==> config.mk <==
export PLATFORM = sky130hd
export DESIGN_NAME = crc_frame_deframer_status_alarm
export DESIGN_NICKNAME = d
export VERILOG_FILES = /design/src/hdl/cfdsa_pkg.sv /design/src/hdl/cfdsa_parser.sv /design/src/hdl/crc_frame_deframer_status_alarm.sv
export SDC_FILE = /design/constraint.sdc
export NUM_CORES = 1
export LEC_CHECK = 0
export ABC_AREA = 1
export BUFFER_PORTS_ARGS = -buffer_cell sky130_fd_sc_hd__buf_4
export CORE_MARGIN = 2
export CORE_UTILIZATION = 30
export CTS_CLUSTER_SIZE = 30
export DETAILED_ROUTE_END_ITERATION = 8
export PLACE_DENSITY = 0.56
export SLEW_MARGIN = 20
export SYNTH_ARGS = -nofsm -noshare
export SYNTH_HDL_FRONTEND = slang
export SYNTH_SLANG_ARGS = --single-unit
==> constraint.sdc <==
create_clock -name clk -period 9.45 [get_ports clk]
set_input_delay 1.4175 -clock clk [delete_from_list [all_inputs] [get_ports clk]]
set_output_delay 1.4175 -clock clk [all_outputs]
set_load 0.005 [all_outputs]
==> src/hdl/cfdsa_pkg.sv <==
// ----------------------------------------------------------------------------
// cfdsa_pkg: shared types and constants of the crc frame deframer
// Frame markers, length limits, result codes and the byte-wise crc-16 update.
// ----------------------------------------------------------------------------
package cfdsa_pkg;

  localparam int BUFFER_BYTES = 1024;
  localparam int CHANNELS     = 16;

  // position and length counters only need to reach BUFFER_BYTES - 1
  localparam int LEN_W = $clog2(BUFFER_BYTES);

  localparam logic [7:0] HDR_BYTE     = 8'h5A;
  localparam logic [7:0] TAIL_BYTE    = 8'hA5;
  localparam logic [7:0] FUNC_STATUS  = 8'h8F;
  localparam logic [7:0] SUB_STATUS   = 8'h03;
  localparam logic [7:0] SUB_SET_A    = 8'h42;
  localparam logic [7:0] SUB_SET_B    = 8'h62;

  localparam logic [15:0] LEN_MIN  = 16'd7;
  localparam logic [15:0] LEN_MAX  = 16'(BUFFER_BYTES - 4);
  localparam logic [15:0] CH_MASK  = 16'((33'h1 << CHANNELS) - 33'h1);
  localparam logic [15:0] CRC_INIT = 16'hFFFF;
  localparam logic [15:0] CRC_POLY = 16'hA001;

  // fixed byte positions inside a frame
  localparam logic [LEN_W-1:0] POS_FUNC   = LEN_W'(5);
  localparam logic [LEN_W-1:0] POS_SUB    = LEN_W'(6);
  localparam logic [LEN_W-1:0] POS_ST_LO  = LEN_W'(7);
  localparam logic [LEN_W-1:0] POS_ST_HI  = LEN_W'(8);
  localparam logic [LEN_W-1:0] POS_BODY   = LEN_W'(4);

  // register index (bit 2 of the byte address)
  localparam logic REG_PROBE = 1'b0;

  typedef enum logic [2:0] {
    PH_HUNT1,
    PH_HUNT2,
    PH_LEN_LO,
    PH_LEN_HI,
    PH_BODY
  } phase_t;

  typedef enum logic [2:0] {
    RC_STATUS = 3'd0,
    RC_SET    = 3'd1,
    RC_OTHER  = 3'd2,
    RC_LEN    = 3'd3,
    RC_TAIL   = 3'd4,
    RC_CRC    = 3'd5
  } res_code_t;

  typedef struct packed {
    res_code_t   code;
    logic [7:0]  subcode;
    logic [15:0] status;
    logic        alarm;
    logic [15:0] frame_bytes;
  } result_t;

  function automatic logic [15:0] crc16_byte(input logic [15:0] crc, input logic [7:0] b);
    logic [15:0] c;
    c = crc ^ {8'h00, b};
    for (int k = 0; k < 8; k++) begin
      c = c[0] ? ((c >> 1) ^ CRC_POLY) : (c >> 1);
    end
    return c;
  endfunction

endpackage

==> src/hdl/cfdsa_parser.sv <==
// ----------------------------------------------------------------------------
// cfdsa_parser: byte-serial frame parser
// Holds the parse state, runs the crc and checks length, crc and tail on each
// accepted byte; flags a result in the same cycle as the byte.
// ----------------------------------------------------------------------------
module cfdsa_parser (
  input  logic                clk,
  input  logic                rst_n,
  input  logic                step,
  input  logic [7:0]          rx_byte,
  input  logic                probe_engaged,
  output logic                res_valid,
  output cfdsa_pkg::result_t  res
);
  import cfdsa_pkg::*;

  phase_t            phase_r, phase_nxt;
  logic [LEN_W-1:0]  pos_r, pos_nxt;
  logic [LEN_W-1:0]  len_r, len_nxt;
  logic [7:0]        len_lo_r, len_lo_nxt;
  logic [15:0]       crc_r, crc_nxt;
  logic [15:0]       rcrc_r, rcrc_nxt;
  logic [7:0]        func_r, func_nxt;
  logic [7:0]        sub_r, sub_nxt;
  logic [15:0]       status_r, status_nxt;

  logic [15:0]       len_full;
  logic [15:0]       len16;
  logic [15:0]       crc_upd;
  logic              len_bad;
  logic              tail1_pos;
  logic              last_pos;

  assign len_full  = {rx_byte, len_lo_r};
  assign len16     = 16'(len_r);
  assign crc_upd   = crc16_byte(crc_r, rx_byte);
  assign len_bad   = (len_full < LEN_MIN) || (len_full > LEN_MAX);
  assign tail1_pos = (pos_r == len_r + LEN_W'(2));
  assign last_pos  = (pos_r > len_r + LEN_W'(2));

  // next state and datapath
  always_comb begin
    phase_nxt  = phase_r;
    pos_nxt    = pos_r;
    len_nxt    = len_r;
    len_lo_nxt = len_lo_r;
    crc_nxt    = crc_r;
    rcrc_nxt   = rcrc_r;
    func_nxt   = func_r;
    sub_nxt    = sub_r;
    status_nxt = status_r;
    case (phase_r)
      PH_HUNT1: begin
        if (rx_byte == HDR_BYTE) begin
          phase_nxt = PH_HUNT2;
        end
      end
      PH_HUNT2: begin
        if (rx_byte == HDR_BYTE) begin
          phase_nxt = PH_LEN_LO;
          crc_nxt   = CRC_INIT;
        end else begin
          phase_nxt = PH_HUNT1;
        end
      end
      PH_LEN_LO: begin
        len_lo_nxt = rx_byte;
        crc_nxt    = crc_upd;
        phase_nxt  = PH_LEN_HI;
      end
      PH_LEN_HI: begin
        crc_nxt = crc_upd;
        len_nxt = len_full[LEN_W-1:0];
        if (len_bad) begin
          phase_nxt = PH_HUNT1;
        end else begin
          phase_nxt = PH_BODY;
          pos_nxt   = POS_BODY;
        end
      end
      PH_BODY: begin
        pos_nxt = pos_r + LEN_W'(1);
        if (pos_r == POS_ST_LO) begin
          status_nxt[7:0] = rx_byte;
        end else if (pos_r == POS_ST_HI) begin
          status_nxt[15:8] = rx_byte;
        end
        if (pos_r < len_r) begin
          crc_nxt = crc_upd;
          if (pos_r == POS_FUNC) begin
            func_nxt = rx_byte;
          end else if (pos_r == POS_SUB) begin
            sub_nxt = rx_byte;
          end
        end else if (pos_r == len_r) begin
          rcrc_nxt[7:0] = rx_byte;
        end else if (pos_r == len_r + LEN_W'(1)) begin
          rcrc_nxt[15:8] = rx_byte;
        end else if (tail1_pos) begin
          if (rx_byte != TAIL_BYTE) begin
            phase_nxt = PH_HUNT1;
          end
        end else begin
          // last tail byte: frame is complete either way
          phase_nxt = PH_HUNT1;
        end
      end
      default: begin
        phase_nxt = PH_HUNT1;
      end
    endcase
  end

  // result for the current byte
  always_comb begin
    res_valid = 1'b0;
    res       = '{code: RC_OTHER, subcode: 8'h00, status: 16'h0000,
                  alarm: 1'b0, frame_bytes: 16'h0000};
    case (phase_r)
      PH_LEN_HI: begin
        if (len_bad) begin
          res_valid       = 1'b1;
          res.code        = RC_LEN;
          res.frame_bytes = 16'd4;
        end
      end
      PH_BODY: begin
        if (tail1_pos && rx_byte != TAIL_BYTE) begin
          res_valid       = 1'b1;
          res.code        = RC_TAIL;
          res.frame_bytes = len16 + 16'd3;
        end else if (last_pos) begin
          res_valid       = 1'b1;
          res.frame_bytes = len16 + 16'd4;
          if (rx_byte != TAIL_BYTE) begin
            res.code = RC_TAIL;
          end else if (rcrc_r != crc_r) begin
            res.code = RC_CRC;
          end else if (func_r == FUNC_STATUS && sub_r == SUB_STATUS) begin
            res.code    = RC_STATUS;
            res.subcode = sub_r;
            res.status  = status_r;
            res.alarm   = ((status_r & CH_MASK) != 16'h0000) && probe_engaged;
          end else if (func_r == FUNC_STATUS && (sub_r == SUB_SET_A || sub_r == SUB_SET_B)) begin
            res.code    = RC_SET;
            res.subcode = sub_r;
          end else begin
            res.code    = RC_OTHER;
            res.subcode = sub_r;
          end
        end
      end
      default: begin
        res_valid = 1'b0;
      end
    endcase
  end

  always_ff @(posedge clk) begin
    if (!rst_n) begin
      phase_r <= PH_HUNT1;
      pos_r   <= '0;
    end else if (step) begin
      phase_r <= phase_nxt;
      pos_r   <= pos_nxt;
    end
  end

  always_ff @(posedge clk) begin
    if (step) begin
      len_r    <= len_nxt;
      len_lo_r <= len_lo_nxt;
      crc_r    <= crc_nxt;
      rcrc_r   <= rcrc_nxt;
      func_r   <= func_nxt;
      sub_r    <= sub_nxt;
      status_r <= status_nxt;
    end
  end

endmodule

==> src/hdl/crc_frame_deframer_status_alarm.sv <==
// ----------------------------------------------------------------------------
// crc_frame_deframer_status_alarm: link byte deframer with crc-16 check
// Parses framed bytes, checks length, crc and tail, reports status and alarm.
// ----------------------------------------------------------------------------
// Usage:
//   in_*   : one received byte per transfer (in_tdata[7:0]).
//   out_*  : one result per completed frame or detected error; nothing is
//            sent for dropped hunt bytes or bytes inside a frame.
//   cfg_*  : apb register 0 (address 0), bit 0 = probe_engaged.
//   Throughput is one byte per cycle while in_tready is high: the parse step
//   and the byte-wise crc update sit between the parse state registers and the
//   result register. The result for the byte that ends the frame is registered
//   into the output register (out_tvalid) as that byte is accepted, unless stalled.
//   When the receiver stalls, one extra result is held in a skid register;
//   in_tready drops only while that register is occupied.
//   Reset (rst_n low, synchronous) returns the parser to hunting the first
//   header byte, empties the output and clears probe_engaged.
// ----------------------------------------------------------------------------
module crc_frame_deframer_status_alarm (
  input  logic        clk,
  input  logic        rst_n,
  input  logic        in_tvalid,
  output logic        in_tready,
  input  logic [7:0]  in_tdata,    // [7:0] rx_byte
  output logic        out_tvalid,
  input  logic        out_tready,
  output logic [47:0] out_tdata,   // [7:0] reply_subcode, [23:8] channel_status,
                                   // [24] raise_alarm, [40:25] frame_bytes, rest 0
  output logic [2:0]  out_tuser,   // [2:0] result_code
  input  logic        cfg_psel,
  input  logic        cfg_penable,
  input  logic        cfg_pwrite,
  input  logic [2:0]  cfg_paddr,
  input  logic [31:0] cfg_pwdata,
  output logic [31:0] cfg_prdata,
  output logic        cfg_pready
);
  import cfdsa_pkg::*;

  logic    probe_r;
  logic    in_accept;
  logic    p_valid;
  result_t p_res;

  logic    out_valid_r, out_valid_nxt;
  result_t out_r, out_nxt;
  logic    skid_valid_r, skid_valid_nxt;
  result_t skid_r, skid_nxt;
  logic    out_load;
  logic    new_res;

  // configuration
  assign cfg_pready = 1'b1;
  assign cfg_prdata = {31'h0, probe_r};

  always_ff @(posedge clk) begin
    if (!rst_n) begin
      probe_r <= 1'b0;
    end else if (cfg_psel && cfg_penable && cfg_pwrite && cfg_pready &&
                 cfg_paddr[2] == REG_PROBE) begin
      probe_r <= cfg_pwdata[0];
    end
  end

  assign in_tready = !skid_valid_r;
  assign in_accept = in_tvalid && in_tready;

  cfdsa_parser u_parser (
    .clk           (clk),
    .rst_n         (rst_n),
    .step          (in_accept),
    .rx_byte       (in_tdata),
    .probe_engaged (probe_r),
    .res_valid     (p_valid),
    .res           (p_res)
  );

  // output register plus skid slot
  assign out_load = !out_valid_r || out_tready;
  assign new_res  = in_accept && p_valid;

  always_comb begin
    out_valid_nxt  = out_valid_r;
    out_nxt        = out_r;
    skid_valid_nxt = skid_valid_r;
    skid_nxt       = skid_r;
    if (skid_valid_r) begin
      if (out_load) begin
        out_valid_nxt  = 1'b1;
        out_nxt        = skid_r;
        skid_valid_nxt = 1'b0;
      end
    end else if (new_res) begin
      if (out_load) begin
        out_valid_nxt = 1'b1;
        out_nxt       = p_res;
      end else begin
        skid_valid_nxt = 1'b1;
        skid_nxt       = p_res;
      end
    end else if (out_load) begin
      out_valid_nxt = 1'b0;
    end
  end

  always_ff @(posedge clk) begin
    if (!rst_n) begin
      out_valid_r  <= 1'b0;
      skid_valid_r <= 1'b0;
    end else begin
      out_valid_r  <= out_valid_nxt;
      skid_valid_r <= skid_valid_nxt;
    end
  end

  always_ff @(posedge clk) begin
    out_r  <= out_nxt;
    skid_r <= skid_nxt;
  end

  assign out_tvalid = out_valid_r;
  assign out_tuser  = out_r.code;
  assign out_tdata  = {7'h00, out_r.frame_bytes, out_r.alarm, out_r.status, out_r.subcode};

  // skid slot is only used behind a full output register
  a_skid_behind_out: assert property (@(posedge clk) disable iff (!rst_n)
    skid_valid_r |-> out_valid_r)
    else $error("skid holds a result while output register is empty");

  // a stalled output fills the skid only from a new result
  a_skid_fill: assert property (@(posedge clk) disable iff (!rst_n)
    (!skid_valid_r && out_valid_r && !out_tready && !new_res) |=> !skid_valid_r)
    else $error("skid filled without a new result");

  // alarm only on a nonzero status reply
  a_alarm_status: assert property (@(posedge clk) disable iff (!rst_n)
    (out_valid_r && out_r.alarm) |-> (out_r.code == RC_STATUS && out_r.status != 16'h0000))
    else $error("alarm raised outside a nonzero status reply");

  // length errors are always found on the last byte of the length field
  a_len_err_bytes: assert property (@(posedge clk) disable iff (!rst_n)
    (out_valid_r && out_r.code == RC_LEN) |-> (out_r.frame_bytes == 16'd4 &&
                                               out_r.subcode == 8'h00))
    else $error("length error with wrong byte count");

endmodule

==> flow_summary.yaml <==
power:
  powerDensity_nw_per_um2: 170
  vdd_drop_max_v: 0.0000929
  total_power_mw: 1.78
  leakagePower_nw: 4.35
worst_setup_path:
  required_ns: 9.51
  crit_cells: 18
  worst-r2r-cell-count: 18
  r2r_end: "out_tdata[28]"
  crit_top_cell: "nand2_1"
  slowest_delay_ns: 0.58
  crit_arrival_ns: 4.21
  end_kind: "register"
  crit_chain: "ha_1 -> inv_1 -> nor2_1 -> inv_1 -> nor2_1 -> xor2_1 -> ha_1 -> nand2_1 -> nor2_2 -> nand2_1 -> nor3_2 -> nand2_1 -> nand2_2 -> nand2_2 -> nand2_1 -> nand2_1 -> a21oi_4 -> buf_4"
  r2r_slack_ns: 5.30
  crit_type: "reg -> reg"
  critPathBufInv: 3
  critPathMaxFanout: 39
  cp_slowest_cell: "edfxtp_1"
  critical_path.top_delay_family: "simple AND/OR/NAND/NOR gates"
  r2r-start: "u_parser.len_r[2]"
  critPathLaunchType: "register"
sta:
  final.period_utilization: 0.439
  setup_viol: 0
  maxSlewHeadroom: 0.384
  rsz0062_at_grt: "false"
  min_period_ns: 4.15
  drv_slew: 0
  finalHoldViolCount: 0
  hold_ws_ns: 0.495
  worst_slew_pin_slew_ns: 0.920
  setup_slack_ns: 5.30
  finalClockSkew_ns: 0.0172
  finalSetupTns_ns: 0
  fmax_mhz: 241
routing:
  via_per_inst: 4.43
  totalWireLength_um: 18600
  antenna_left: 0
  routedWlPerCell_um: 13.6
  drtIter0Drc: 296
  route.detailed.drc: 0
  dr_total_vias: 6061
  dr.pass1.iters: 6
die:
  die-height_um: 178
  io_pins: 136
  die_area_um2: 31700
  die_w_um: 178
  core_area_um2: 29700
  row_count: 63
  start_util: 0.306
logic_synthesis:
  synthArstFlopShare: 0
  synth_top_area_cell: "edfxtp_1"
  syn_inst: 908
  ys_seq_elements: 176
  synth.area.top_cells: "edfxtp_1, nand2_1, inv_1"
  syn_area_um2: 9080
  synth-edff-count: 160
  yosysMostFrequentCell: "nand2_1"
  ys.flop_type: "edfxtp_1"
  ys_types: 46
  synth_warnings: 0
  yosysTopAreaCellShare: 0.529
  synth_commonest_cells: "nand2_1, edfxtp_1, inv_1"
  ys_seq_area_frac: 0.564
  syn_area_per_cell_um2: 10.0
finish:
  nets: 1045
  drive_gt1_frac: 0.144
  fin_cells: 1369
  antennaDiodeCount: 0
  syn2layout_area_growth_pct: 14.7
  fillerInstances: 2952
global_routing:
  grt_max_degree: 69
  antenna_found_initial: 0
  grt_pass1_vias: 5770
  grt.overflow.total: 0
  grt_pass1_wl_um: 29700
  track_usage: 0.122
status:
  status: "finished, final reports clean"
clock_tree:
  clock_tree.buffer_depth: 2
  postCtsSetupBuffers: 0
  clk_latency_ns: 0.43
  clkSlewWorstSetupHoldPaths_ns: 0.06
  cts_max_level: 4
  numCtsBuffers: 17
  cts_sinks: 176
  cts_tree: "yes"
  cts_hold_buf: 0
  ctsResizeCount: 0
  cts-root-buf: "clkbuf_16"
hold_path:
  hold_end: "u_parser.len_r[1]"
  hp-start: "u_parser.len_lo_r[1]"
  hold_depth: 0
  min_path_type: "reg -> reg"
job:
  cap_violations: 0
place:
  dp_cells: 1336
  hpwl_um: 13600
  numPortBuffers: 58
  dp_worst_setup_slack_ns: 4.97
  gp_congestion: 0.856
worst max path at each step:
stage	from	end	slack, ns
final	u_parser.len_r[2]	out_tdata[28]	5.30
after global placement	u_parser.len_r[2]	skid_r[27]	5.02
after floorplan	u_parser.len_r[2]	out_tdata[0]	4.66
after detailed placement	u_parser.len_r[2]	skid_r[27]	4.97
after CTS	u_parser.len_r[2]	skid_r[19]	4.97
after global routing	u_parser.len_r[2]	out_tdata[25]	4.92
kinds of logic after synthesis:
kind of cell | Yosys count | share of synthesized area
AOI/OAI and AO/OA | 86 | 0.0562
xor gates and xnor gates | 50 | 0.0482
adders and majority gates | 29 | 0.0399
buffers and inverters | 172 | 0.0937
DFF | 176 | 0.564
other | 2 | 0.000827
and+or+nand+nor | 393 | 0.197
cell usage in the layout, fill, tap and decap left out, types with 15 or more instances in the layout:
cell	instances
a21oi_1	35
edfxtp_1	160
buf_4	62
nor2_1	90
nand3_1	62
ha_1	29
nand2_1	167
xor2_1	24
xnor2_1	26
conb_1	44
clkbuf_16	17
o21ai_0	22
nor3_1	15
inv_1	100
dfxtp_1	16
power breakdown:
part	total (mW)	leakage (nW)	internal, mW	switching (mW)
clock network	0.739	0.300	0.427	0.312
registers	0.885	1.66	0.868	0.0172
logic	0.153	2.40	0.0479	0.105
registers in the layout, summed over array words and instances, names as in the netlist:
name / cells
u_parser.crc_r: 16
out_tvalid: 1
u_parser.len_r: 10
u_parser.phase_r: 3
out_tuser: 3
u_parser.func_r: 8
u_parser.rcrc_r: 16
u_parser.pos_r: 10
probe_r: 1
u_parser.status_r: 16
out_tdata: 36
skid_valid_r: 1
u_parser.len_lo_r: 8
u_parser.sub_r: 8
skid_r: 39
metal layers:
metal / vias up / GRT usage / part of all wire
met5: - / 0 / 0
met4: 0 / 0.0417 / 0.016
met3: 22 / 0.0313 / 0.046
met2: 124 / 0.204 / 0.48
met1: 2827 / 0.153 / 0.46
li1: 3088 / - / -
stage by stage:
stage,utilization,area [µm²]
3_5_place_dp,0.329,9770
2_1_floorplan,-,9240
6_report,0.351,10400
4_1_cts,0.350,10400
5_1_grt,0.351,10400
3_3_place_gp,0.329,9770
layout make-up:
cell class,count,area (µm²),share of cell area
Sequential cell,176,5120,0.492
Multi-Input combinational cell,602,3300,0.317
Tap cell,390,488,0.0468
Timing Repair Buffer,63,485,0.0466
Clock buffer,18,429,0.0412
Inverter,106,398,0.0382
Clock inverter,14,195,0.0187
Power figures use the tool's default switching activity.
